### config.mk
export PLATFORM = sky130hd
export DESIGN_NAME = tmcb_emit
export DESIGN_NICKNAME = d
export VERILOG_FILES = /design/src/rtl/core/tmcb_pkg.sv /design/src/rtl/core/tmcb_emit.sv
export SDC_FILE = /design/constraint.sdc
export NUM_CORES = 1
export LEC_CHECK = 0
export BUFFER_PORTS_ARGS = -buffer_cell sky130_fd_sc_hd__buf_2
export CAP_MARGIN = 0
export CELL_PAD_IN_SITES_DETAIL_PLACEMENT = 1
export CELL_PAD_IN_SITES_GLOBAL_PLACEMENT = 2
export CORE_MARGIN = 2
export CORE_UTILIZATION = 22
export CTS_BUF_LIST = sky130_fd_sc_hd__clkbuf_8
export DETAILED_ROUTE_END_ITERATION = 10
export GPL_TIMING_DRIVEN = 0
export PLACE_DENSITY = 0.8
export SLEW_MARGIN = 20
export SYNTH_ARGS = -nofsm -noshare
export SYNTH_HDL_FRONTEND = slang
export SYNTH_SLANG_ARGS = --single-unit
### constraint.sdc
create_clock -name clk -period 2.36 [get_ports clk]
set_input_delay 0.118 -clock clk [delete_from_list [all_inputs] [get_ports clk]]
set_output_delay 0.118 -clock clk [all_outputs]
set_load 0.02 [all_outputs]
### src/rtl/core/tmcb_pkg.sv
// ----------------------------------------------------------------------------
// tmcb_pkg
// Shared types and constants of the triggered multichannel capture buffer.
// ----------------------------------------------------------------------------
package tmcb_pkg;

  localparam int MAX_CH     = 8;
  localparam int SAMPLE_W   = 8;
  localparam int CH_IDX_W   = 3;
  localparam int REC_IDX_W  = 16;
  localparam int LIMIT_W    = 16;
  localparam int CFG_IDX_W  = 2;
  localparam int CFG_DATA_W = 16;
  localparam int IN_DATA_W  = MAX_CH * SAMPLE_W;
  localparam int OUT_DATA_W = 32;

  typedef enum logic [1:0] {
    OP_TICK    = 2'd0,
    OP_DRAIN   = 2'd1,
    OP_RESTART = 2'd2
  } op_t;

  typedef enum logic [CFG_IDX_W-1:0] {
    CFG_MASK  = 2'd0,
    CFG_MODE  = 2'd1,
    CFG_LEVEL = 2'd2,
    CFG_LIMIT = 2'd3
  } cfg_idx_t;

  typedef struct packed {
    logic                 nodata;
    logic                 overrun;
    logic [REC_IDX_W-1:0] record_index;
    logic [MAX_CH-1:0]    mask;
  } drain_info_t;

endpackage

### src/rtl/core/tmcb_emit.sv
// ----------------------------------------------------------------------------
// tmcb_emit
// Walks the enabled channels of a drained record in ascending order, one
// result per transfer, or gives a single no-data result.
// ----------------------------------------------------------------------------
module tmcb_emit #(
  parameter int CHANNELS = 8
) (
  input  logic                                  clk,
  input  logic                                  rst,
  input  logic                                  start,
  input  tmcb_pkg::drain_info_t                 info,
  input  logic [CHANNELS*tmcb_pkg::SAMPLE_W-1:0] rec,
  input  logic                                  out_ready,
  output logic                                  out_valid,
  output logic                                  has_data,
  output logic [tmcb_pkg::CH_IDX_W-1:0]         channel_index,
  output logic [tmcb_pkg::SAMPLE_W-1:0]         sample_value,
  output logic [tmcb_pkg::REC_IDX_W-1:0]        record_index,
  output logic                                  overrun,
  output logic                                  last_of_record,
  output logic                                  free
);
  import tmcb_pkg::*;

  logic [MAX_CH-1:0]    rem;
  logic                 nodata_q;
  logic [REC_IDX_W-1:0] idx_q;
  logic                 ovr_q;
  logic [MAX_CH-1:0]    low_bit;
  logic [IN_DATA_W-1:0] rec_wide;
  logic                 xfer;

  assign out_valid = nodata_q || (rem != '0);
  assign xfer      = out_valid && out_ready;
  assign low_bit   = rem & (~rem + MAX_CH'(1));
  assign rec_wide  = IN_DATA_W'(rec);

  always_comb begin
    channel_index = '0;
    for (int i = MAX_CH - 1; i >= 0; i--) begin
      if (rem[i]) begin
        channel_index = CH_IDX_W'(i);
      end
    end
  end

  assign has_data       = !nodata_q;
  assign sample_value   = nodata_q ? '0 : rec_wide[channel_index*SAMPLE_W +: SAMPLE_W];
  assign record_index   = idx_q;
  assign overrun        = ovr_q;
  assign last_of_record = nodata_q || ((rem & (rem - MAX_CH'(1))) == '0);
  assign free           = !out_valid || (xfer && last_of_record);

  always_ff @(posedge clk) begin
    if (rst) begin
      rem      <= '0;
      nodata_q <= 1'b0;
    end else if (start) begin
      rem      <= info.nodata ? '0 : info.mask;
      nodata_q <= info.nodata;
    end else if (xfer) begin
      rem      <= rem & ~low_bit;
      nodata_q <= 1'b0;
    end
  end

  always_ff @(posedge clk) begin
    if (start) begin
      idx_q <= info.record_index;
      ovr_q <= info.overrun;
    end
  end

  a_start_free: assert property (@(posedge clk) disable iff (rst)
    start |-> free)
    else $error("drain started while results pending");

  a_nodata_alone: assert property (@(posedge clk) disable iff (rst)
    nodata_q |-> (rem == '0))
    else $error("no-data result with channels pending");

  a_rem_range: assert property (@(posedge clk) disable iff (rst)
    (rem >> CHANNELS) == '0)
    else $error("pending channel beyond channel count");

endmodule

==> run_results.csv <==
group,metric,value,unit
critical_path,path_cells,"nand2b_4, a221oi_4, buf_6, nor2_1, o22a_4, a2111oi_4, buf_4",
job,maxCapViolCount,0,
grt,first_global_vias,2135,
placement,placedInstanceArea,2470,µm²
yosys,async_flop_share,0,%
power,p_per_area,486,nW/µm²
run_status,outcome,"finished with violations",
grt,antenna_found_initial,0,
sta,fmax,0.416,GHz
clock_tree,cts_tree,"built",
grt,grtUsageTotal,16.7,%
routing,antenna_left,0,
critical_path,endpoint_kind,"output port",
clock_tree,numCtsBuffers,3,
layout,area_delta_synth_final,80.3,%
yosys,ys_warn_count,0,
clock_tree,clk_pin_slew,0.09,ns
clock_tree,cts_sinks,26,
placement,post-dp-hpwl,5260,µm
power,cellLeakagePower,1.33,nW
die,dieHeight,91.6,µm
grt,grt_max_degree,19,
clock_tree,cts_max_level,1,
yosys,synth_edf_count,17,
layout,antenna-diode-count,0,
sta,rsz0062_at_grt,"yes",
run_status,violations,"setup timing",
die,initial_core_util,23.0,%
grt,grt_first_pass_wirelength,11300,µm
sta,slew_headroom,43.3,%
clock_tree,clock_latency,0.27,ns
sta,fin_worst_skew,0.00377,ns
die,core,7330,µm²
yosys,postSynthAreaPerCell,10.1,µm²
hold_path,hp-class,"input port to flop",
routing,via_per_inst,4.79,
sta,slew_viol_final,0,
yosys,synth_seq_area_share,40.9,%
clock_tree,cts_buffer_depth,2,
yosys,ys_ff_latch,26,
routing,wire_per_inst,17.7,µm
sta,post-route-period-util,102,%
sta,final.setup.worst_slack,-0.0428,ns
routing,drc_errors,0,
placement,gp_congestion,0.775,
critical_path,critical_path.slowest_cell,"a2111oi_4",
routing,first_pass_iters,4,
yosys,synth_nets,262,
routing,drt_iter0_markers,54,
layout,fin_nets,412,
layout,stdcell_area,3050,µm²
die,die_x,91.6,µm
yosys,synth.distinct_cells,45,
sta,worstMarginPinSlew,0.850,ns
die,num_rows,31,
sta,finalCriticalPeriod,2.40,ns
critical_path,worst-path-max-fanout,8,
critical_path,arrival,2.28,ns
die,io_pins,126,
critical_path,setup.worst_path.class,"flop to output port",
clock_tree,cts-root-buf,"clkbuf_8",
die,design.die.area,8400,µm²
placement,place_ws,-0.204,ns
yosys,synth_cells,168,
critical_path,max_stage_delay,0.38,ns
sta,final-setup-viol-count,4,
power,irDropWorstVdd,300,µV
routing,drt-total-wl,7350,µm
placement,portBuffers,124,
layout,drive_above_1_share,64.0,%
critical_path,start_kind,"flop",
yosys,synth_flop_cell,"edfxtp_1",
routing,vias,1992,
sta,finalHoldViolations,0,
yosys,netlist_area,1690,µm²
grt,gr-total-overflow,0,
critical_path,cp.required,2.24,ns
-- power by group --
part / total, W / switching [W] / internal, W
combinational: 0.000701 / 0.000374 / 0.000327
clock: 0.000252 / 0.000135 / 0.000117
sequential: 0.000529 / 0.0000162 / 0.000513
total: 0.00148 / 0.000525 / 0.000956
-- cell usage in the layout (no fill, tap or decap), types with 6 or more instances in the layout --
cell type  synthesis  routed
a221oi_4           1       6
edfxtp_1          17      17
buf_2              3     117
a211oi_1           9       7
nor2_1            13      12
inv_1             14      15
and3_1             8       8
buf_6              0       6
mux2i_1            8       7
o21ai_0           12       8
buf_4              0      24
-- layout make-up --
class	count	area (µm²)
fill	856	4290
timing repair buffer	149	875
buffer	6	46.3
inverter	16	65.1
multi-input combinational	116	1180
clock inverter	1	3.75
sequential	26	713
tap	99	124
clock buffer	3	41.3
-- timing repair --
item	4_1_cts	5_1_grt
gates cloned	1	0
buffers inserted	14	10
hold buffers	0	0
resized for setup	50	22
endpoints found under the setup margin	10	9
pin swaps	16	13
-- per-layer routing --
layer	track usage (%)	wire length (µm)	vias up
met2	29.8	3830	77
met5	0	0	-
li1	-	-	965
met4	5.93	200	0
met3	2.55	419	13
met1	20.3	2910	937
-- path summary, 6_finish.rpt --
check	from	endpoint	slack, ns	cells after the start
setup / recovery	rem[6]$_SDFFE_PP0P_	sample_value[4]	-0.04	7
hold / removal	info[9]	record_index[1]$_DFFE_PP_	0.02	1
setup reg to reg	nodata_q$_SDFFE_PP0P_	rem[2]$_SDFFE_PP0P_	0.45	6
hold reg to reg	rem[7]$_SDFFE_PP0P_	rem[7]$_SDFFE_PP0P_	0.59	2
-- per-stage QoR --
stage               utilization [%]  hold slack (ns)  TNS, ns  instances  total power [W]
global route                   41.5          0.00241   -0.660        416          0.00156
finish                         41.5           0.0150  -0.0727        416          0.00148
CTS                            39.2          0.00486  -0.0601        406          0.00143
floorplan                         -            0.217        0        168         0.000847
detailed placement             33.7            0.297   -0.784        391          0.00105
global placement               33.7            0.295   -0.550        391          0.00104
-- kinds of logic (layout without fill, tap and decap cells) --
kind of cell / after synthesis / count (layout) / synth area share (%)
AOI/OAI and AO/OA: 59 / 59 / 29.5
adders and majority gates: 1 / 1 / 0.593
buffers and inverters: 26 / 175 / 6.30
DFF: 26 / 26 / 40.9
muxes: 16 / 16 / 10.1
and+or+nand+nor: 40 / 40 / 12.7
-- flip-flops by register name (all words and copies together), names as in the netlist --
name / count
record_index: 16
nodata_q: 1
rem: 8
overrun: 1
-- synth_stat cells, types with 3 or more instances --
library cell / count / area (µm²)
nand2_1: 4 / 15.0
buf_2: 3 / 15.0
mux2i_1: 8 / 80.1
and3_1: 8 / 50.1
mux2_1: 7 / 78.8
o21ai_0: 12 / 60.1
inv_1: 14 / 52.6
a21oi_1: 5 / 25.0
a2111oi_1: 7 / 70.1
clkbuf_1: 6 / 22.5
nand3_1: 5 / 25.0
edfxtp_1: 17 / 510
dfxtp_1: 9 / 180
a211oi_1: 9 / 67.6
nor2_1: 13 / 48.8
a221oi_1: 8 / 70.1
-- critical path, delay by kind of cell, from the launching register on --
family	cells	cell delay, ns
compound gates	3	1.04
buf+inv	2	0.39
flops	1	0.37
simple gates	2	0.22
Note: power is estimated with default switching activity, not from simulation.
