**src/rtl/core/tmcb_pkg.sv**
```systemverilog
// ----------------------------------------------------------------------------
// tmcb_pkg
// Shared types and constants of the triggered multichannel capture buffer.
// ----------------------------------------------------------------------------
package tmcb_pkg;

  localparam int MAX_CH     = 8;
  localparam int SAMPLE_W   = 8;
  localparam int CH_IDX_W   = 3;
  localparam int REC_IDX_W  = 16;
  localparam int LIMIT_W    = 16;
  localparam int CFG_IDX_W  = 2;
  localparam int CFG_DATA_W = 16;
  localparam int IN_DATA_W  = MAX_CH * SAMPLE_W;
  localparam int OUT_DATA_W = 32;

  typedef enum logic [1:0] {
    OP_TICK    = 2'd0,
    OP_DRAIN   = 2'd1,
    OP_RESTART = 2'd2
  } op_t;

  typedef enum logic [CFG_IDX_W-1:0] {
    CFG_MASK  = 2'd0,
    CFG_MODE  = 2'd1,
    CFG_LEVEL = 2'd2,
    CFG_LIMIT = 2'd3
  } cfg_idx_t;

  typedef struct packed {
    logic                 nodata;
    logic                 overrun;
    logic [REC_IDX_W-1:0] record_index;
    logic [MAX_CH-1:0]    mask;
  } drain_info_t;

endpackage

```
**src/rtl/core/tmcb_lane.sv**
```systemverilog
// ----------------------------------------------------------------------------
// tmcb_lane
// One channel lane: gates the sample by its enable and compares it against
// the trigger level.
// ----------------------------------------------------------------------------
module tmcb_lane (
  input  logic [tmcb_pkg::SAMPLE_W-1:0] sample,
  input  logic                          enable,
  input  logic [tmcb_pkg::SAMPLE_W-1:0] level,
  output logic [tmcb_pkg::SAMPLE_W-1:0] lane_byte,
  output logic                          hit
);
  import tmcb_pkg::*;

  assign lane_byte = enable ? sample : '0;
  assign hit       = enable && (sample >= level);

endmodule

```
**config.mk**
```make
export PLATFORM = sky130hd
export DESIGN_NAME = tmcb_lane
export DESIGN_NICKNAME = d
export VERILOG_FILES = /design/src/rtl/core/tmcb_pkg.sv /design/src/rtl/core/tmcb_lane.sv
export SDC_FILE = /design/constraint.sdc
export NUM_CORES = 1
export LEC_CHECK = 0
export ABC_AREA = 1
export BUFFER_PORTS_ARGS = -buffer_cell sky130_fd_sc_hd__buf_2
export CAP_MARGIN = 25
export CORE_AREA = 2 2 39 41
export DETAILED_ROUTE_END_ITERATION = 10
export DIE_AREA = 0 0 41 43
export GPL_TIMING_DRIVEN = 1
export PLACE_DENSITY = 0.58
export SYNTH_ARGS = -nofsm -noshare
export SYNTH_HDL_FRONTEND = slang
export SYNTH_SLANG_ARGS = --single-unit
```
**constraint.sdc**
```tcl
create_clock -name vclk -period 1.55
set_input_delay 0.31 -clock vclk [all_inputs]
set_output_delay 0.31 -clock vclk [all_outputs]
set_load 0.02 [all_outputs]
```
==> parameters.txt, run 1 <==
Parameter                              Value

Final layout
  Fraction of layout cells with a size suffix above 1    0.6076
  Count of clock-net buffers in the final layout    0
  Layout area overhead    101.3%
  Register area    0 µm²
  Layout Nets    about 110
  Number of standard cells in the final layout excluding fillers    95
  Number of diodes added for antenna fixing    0
  Seq cells    0
  Number of fill cells    157

Logic synthesis
  Cell types occupying the most area after synthesis    ha_1 (34%), inv_1 (26%), nand2_1 (22%)
  Share of the synthesized area in the top cell type    0.3404
  Mean instance size in the synthesized netlist    ~5.4 µm²
  Cell taking the most area after synthesis    ha_1
  Post-Synthesis Net Count    ~80
  Yosys warning count    0
  Most repeated cell in the gate-level netlist after synthesis    inv_1
  Sequential area share after synthesis    0
  Synthesized instance count    54
  Unique cell type count in the Yosys netlist    10
  Netlist area before placement    ~300 µm²
  Most instantiated cells after synthesis    inv_1 (20), nand2_1 (17), ha_1 (8)

Die
  Floorplan die area    1763 µm²
  Initial standard-cell utilization of the core    0.2125
  Number of primary I/O pins    26
  Core Box Area    ~1400 µm²
  Height of the die    43 µm
  Die width    41 µm
  Number of cell rows    14

STA
  Number of hold violations in the final report    0
  Highest clock rate    0.6368 GHz
  Minimum clock period after layout    1.570 ns
  Final setup margin    -0.02029 ns
  Final count of negative-setup-slack endpoints    1
  Final worst hold slack    a little over 0.9 ns
  Worst slew margin relative to its limit    0.8932
  Ratio of final minimum period to clock period    1.013
  Setup repair after global routing missed its margin    true
  Final max-slew violation count    0
  Slew at the pin closest to its max-slew limit    ~0.16 ns

Pwr
  Total power divided by cell area    approximately 300 nW/µm²
  Sum of internal, switching and leakage power    173.7 µW
  Worst IR Drop VDD    0.00009063 V
  Static leakage    0.3671 nW

Setup path
  Slowest-stage cell, CP    ha_4
  CP endpoint kind    output pin
  Max stage delay on crit path    0.24 ns
  Path type of the worst setup path    in2out
  Required time worst endpoint    about 1.2 ns
  Cells along the critical path    buf_6, ha_4, a21o_2, nor2_2, nand3_1, nand2_1, inv_2, buf_6
  Setup crit start kind    input port
  Critical Path Most Common Cell    buf_6
  Critical Path Fanout Max    2
  Worst endpoint data arrival time    between 1 and 1.5 ns

Placement
  Worst slack, placed    -0.09585 ns
  Total of buffers placed on input and output ports    26
  Final HPWL DP    between 500 and 600 µm
  Global placer's final weighted congestion    between 0.6 and 0.7
  Inst Count DP    95

Routing
  Average routed wire per standard cell    8.442 µm
  Vias per cell    around 4
  Routed wire length    802 µm
  First DRT Iteration DRCs    1
  DRC    0
  Pre-Repair DR Iteration Count    2
  Via count    381
  Post-route ant nets    0

GRT
  Antenna violations before repair    0
  Vias in the first global route    about 350
  Wire length of the first global-routing pass    ~1200 µm
  Global Route met1 Usage    0.1139
  Global routing met2 resource utilization    0.1656
  GR Overflow Total    0
  Pin count of the biggest net entering global routing    10
  Total global-route track usage    0.08891
  Grt met3 use    0
  GRT Max-Usage Layer    met2

Min path
  Worst min-delay path class    in2out

Outcome
  Status    complete, but fails checks
  Violations in the final reports    negative setup slack

Flow run
  Max_cap viols    0
[where the power goes]
group	leakage, nW	switching, mW	total, mW	internal, mW
registers	0	0	0	0
clock network	0	0	0	0
logic	0.367	0.0871	0.174	0.0865
total	0.367	0.0871	0.174	0.0865
[cell usage in the layout (no fill, tap or decap)]
cell,count
inv_4,1
a21o_2,1
ha_1,1
nor2_4,1
buf_6,7
inv_1,12
inv_2,7
nand2_1,15
nor2_2,1
ha_4,7
nor2_1,1
nand4_1,1
nand2_4,1
buf_2,19
a21oi_2,2
nand2_2,1
nand3_1,1
[cell type report]
type	instances	area (µm²)	area share
repair buffers	26	173.9	0.2939
inverters	20	77.57	0.1311
multi-input cells	33	320.3	0.5412
well taps	16	20.02	0.03383
[worst paths after layout]
check / slack, ns / from / to / depth (start not counted)
setup / recovery: -0.02 / sample[7] / hit / 8
hold / removal: 0.92 / sample[6] / lane_byte[6] / 4
[critical path: cells and delay by family]
| family | cells | cell delay, ns |
|---|---|---|
| simple gates | 3 | 0.23 |
| compound gates | 1 | 0.22 |
| buf+inv | 3 | 0.26 |
| fa+ha+maj | 1 | 0.24 |
[repair_timing]
item                       in CTS  in global routing
hold buffers                    0                  0
hold endpoints to repair        0                  0
setup endpoints to repair       1                  1
buffers inserted                0                  0
pin swaps                      12                  8
gates resized for setup        20                 13
[cells by family (layout without fill, tap and decap cells)]
family	count (synthesis)	in the layout	synth area share
buffers and inverters	21	46	0.2936
AND/OR/NAND/NOR	22	22	0.3021
AO/OA/AOI/OAI	3	3	0.06384
adder cells (fa/ha/maj)	8	8	0.3404
[per-layer routing]
layer	up-vias	part of all wire
met1	160	0.43
met3	0	0.076
met4	0	0
li1	206	-
met5	-	0
met2	15	0.49
[stage by stage]
| step | utilization | area (µm²) | TNS [ns] |
|---|---|---|---|
| after detailed placement | 0.3128 | 432.9 | -0.09585 |
| after global placement | 0.3128 | 432.9 | -0.09172 |
| after global routing | 0.4277 | 591.8 | -0.07598 |
| after CTS | 0.4033 | 558.0 | 0 |
| final | 0.4277 | 591.8 | -0.02029 |
| after floorplan | - | 294.0 | 0 |
(Power assumes the default switching activity.)
==> inputs of run 2 (changes only) <==
--- a/config.mk
+++ b/config.mk
@@ -6,5 +6,4 @@
 export NUM_CORES = 1
 export LEC_CHECK = 0
-export ABC_AREA = 1
 export BUFFER_PORTS_ARGS = -buffer_cell sky130_fd_sc_hd__buf_2
 export CAP_MARGIN = 25
@@ -13,5 +12,5 @@
 export DIE_AREA = 0 0 41 43
 export GPL_TIMING_DRIVEN = 1
-export PLACE_DENSITY = 0.58
+export PLACE_DENSITY = 0.54
 export SYNTH_ARGS = -nofsm -noshare
 export SYNTH_HDL_FRONTEND = slang
==> constraint.sdc (replaced) <==
create_clock -name vclk -period 1.55
set_input_delay 0.31 -clock vclk [all_inputs]
set_output_delay 0.31 -clock vclk [all_outputs]
set_load 0.01 [all_outputs]
==> run 2 against run 1 <==
Against the previous run:
- the flow still finishes with violations (negative setup slack)
- maximum frequency shrank 6.0%
- via count shrank 18%
- power shrank 29%
- cell area shrank 17%
- die area is the same
- combinational power shrank 29%
- worst setup slack lost 0.10 ns
- routed wire length shrank 16%
- final cell count shrank 19%
- non-clock buffer count is the same
- utilization shrank 7.3 points
- first-iteration DRC count shrank 100%
- largest power group unchanged
==> parameters.txt, run 2 <==
Parameter                              Value

Clock tree
  Number of hold-repair buffers added at the cts stage    0

Die
  Height of the die    between 40 and 50 µm
  Number of cell rows    14
  Core Box Area    about 1400 µm²
  Die width    slightly above 40 µm
  Initial standard-cell utilization of the core    0.1754
  Number of primary I/O pins    26
  Floorplan die area    1763 µm²

Setup path
  Family with the most delay on the worst path    compound AO/OA/AOI/OAI gates
  Setup crit start kind    input port
  CP endpoint kind    output pin
  Critical path buffer and inverter count    3
  Required time worst endpoint    ~1.2 ns
  Path type of the worst setup path    in2out
  Max stage delay on crit path    roughly 0.29 ns
  Critical Path Fanout Max    2
  Cells along the critical path    buf_6, inv_2, ha_4, a211oi_2, a2111oi_4, o21a_1, buf_2
  Slowest-stage cell, CP    a211oi_2
  Worst endpoint data arrival time    1.36 ns

Logic synthesis
  Synthesized instance count    35
  Most instantiated cells after synthesis    inv_1 (9), and2_1 (8), ha_1 (8)
  Share of the synthesized area in the top cell type    0.4124
  Netlist area before placement    around 240 µm²
  Yosys warning count    0
  Cell types occupying the most area after synthesis    ha_1 (41%), and2_1 (21%), inv_1 (14%)
  Most repeated cell in the gate-level netlist after synthesis    inv_1
  Post-Synthesis Net Count    60
  Cell taking the most area after synthesis    ha_1
  Mean instance size in the synthesized netlist    around 7 µm²
  Unique cell type count in the Yosys netlist    11
  Sequential area share after synthesis    0

Final layout
  Commonest non-fill, non-tap cell in the layout    buf_2
  Highest-count cells in the layout ignoring fill and taps    buf_2 (20), and2_1 (8), inv_1 (6), buf_6 (6), ha_1 (5)
  Register area    0 µm²
  Area occupied by multi-input gates    ~270 µm²
  Number of fill cells    146
  Number of standard cells in the final layout excluding fillers    between 70 and 80
  Number of diodes added for antenna fixing    0
  Share of the core filled with cells in the final layout    0.3544
  Layout area overhead    102.1%
  Seq cells    0
  Count of clock-net buffers in the final layout    0
  Fraction of layout cells with a size suffix above 1    0.5574
  Layout Nets    between 80 and 90

GRT
  Pin count of the biggest net entering global routing    10
  GR Overflow Total    0
  Vias in the first global route    240
  Wire length of the first global-routing pass    approximately 1000 µm
  Total global-route track usage    0.07692
  Antenna violations before repair    0

Pwr
  Total power divided by cell area    between 200 and 250 nW/µm²
  Static leakage    around 0.26 nW
  Worst IR Drop VDD    ~0.00008 V

STA
  Final max-slew violation count    0
  Worst slew margin relative to its limit    0.8152
  Minimum clock period after layout    about 1.7 ns
  Total Neg Setup Slack    -0.1209 ns
  Final setup margin    -0.1209 ns
  Highest clock rate    0.5985 GHz
  Final count of negative-setup-slack endpoints    1
  Final worst hold slack    approximately 0.9 ns
  Slew at the pin closest to its max-slew limit    around 0.28 ns
  Setup repair after global routing missed its margin    true
  Number of hold violations in the final report    0
  Ratio of final minimum period to clock period    1.078

Placement
  Final HPWL DP    ~530 µm
  Total of buffers placed on input and output ports    26
  Global placer's final weighted congestion    0.6186
  Inst Count DP    77

Outcome
  Status    complete, but fails checks
  Violations in the final reports    negative setup slack

Min path
  Worst min-delay path class    in2out

Routing
  First DRT Iteration DRCs    0
  Via count    311
  Routed wire length    about 670 µm
  DRC    0
  Pre-Repair DR Iteration Count    1
  Vias per cell    4.039
  Metal3 WL    approximately 65 µm
  Metal2 WL    approximately 340 µm
  Post-route ant nets    0
  Average routed wire per standard cell    between 8 and 9 µm
  Sum of routed wire segments on met1    roughly 270 µm
  Top routing layer in use    met3

Flow run
  Max_cap viols    0
[run 2: worst min-delay path: cells and delay by family]
family / cells / cell delay (ns)
buffers and inverters: 2 / 0.19
AND/OR/NAND/NOR: 1 / 0.10
[run 2: path summary, 6_finish.rpt]
path | startpoint | end | slack, ns | depth (start not counted)
max | level[2] | hit | -0.12 | 7
min | sample[0] | lane_byte[0] | 0.91 | 3
[run 2: power by group]
group / switching, mW / internal, mW
clock: 0 / 0
sequential: 0 / 0
combinational: 0.0568 / 0.0657
[run 2: metal layers]
layer	up-vias	track usage
met4	0	0
li1	168	-
met2	13	0.1344
met3	0	0.01047
met1	130	0.1013
met5	-	0
[run 2: through the flow]
stage | area (µm²) | power [mW] | setup WS, ns
detailed placement | 392.9 | 0.09199 | -0.2001
global placement | 392.9 | 0.09121 | -0.1897
global route | 490.5 | 0.1391 | -0.1698
CTS | 467.9 | 0.1112 | -0.1874
floorplan | 242.7 | 0.04800 | 0.01191
finish | 490.5 | 0.1225 | -0.1209
[run 2: area by class of cell]
cell class / instances / area share
inverter: 9 / 0.06888
multi-input combinational: 26 / 0.5485
tap: 16 / 0.04082
timing repair buffer: 26 / 0.3418
[run 2: kinds of logic (layout without fill, tap and decap cells)]
kind of cell    after synthesis  after routing  synth area share
buf+inv                       9             35            0.1392
simple gates                 11             11            0.2526
compound gates                7              7            0.1959
fa+ha+maj                     8              8            0.4124
[run 2: what timing repair did]
action                     in CTS  in global routing
cloned                          0                  0
pin swaps                       5                  2
setup endpoints to repair       1                  1
resized for setup              13                  3
buffers inserted                0                  0
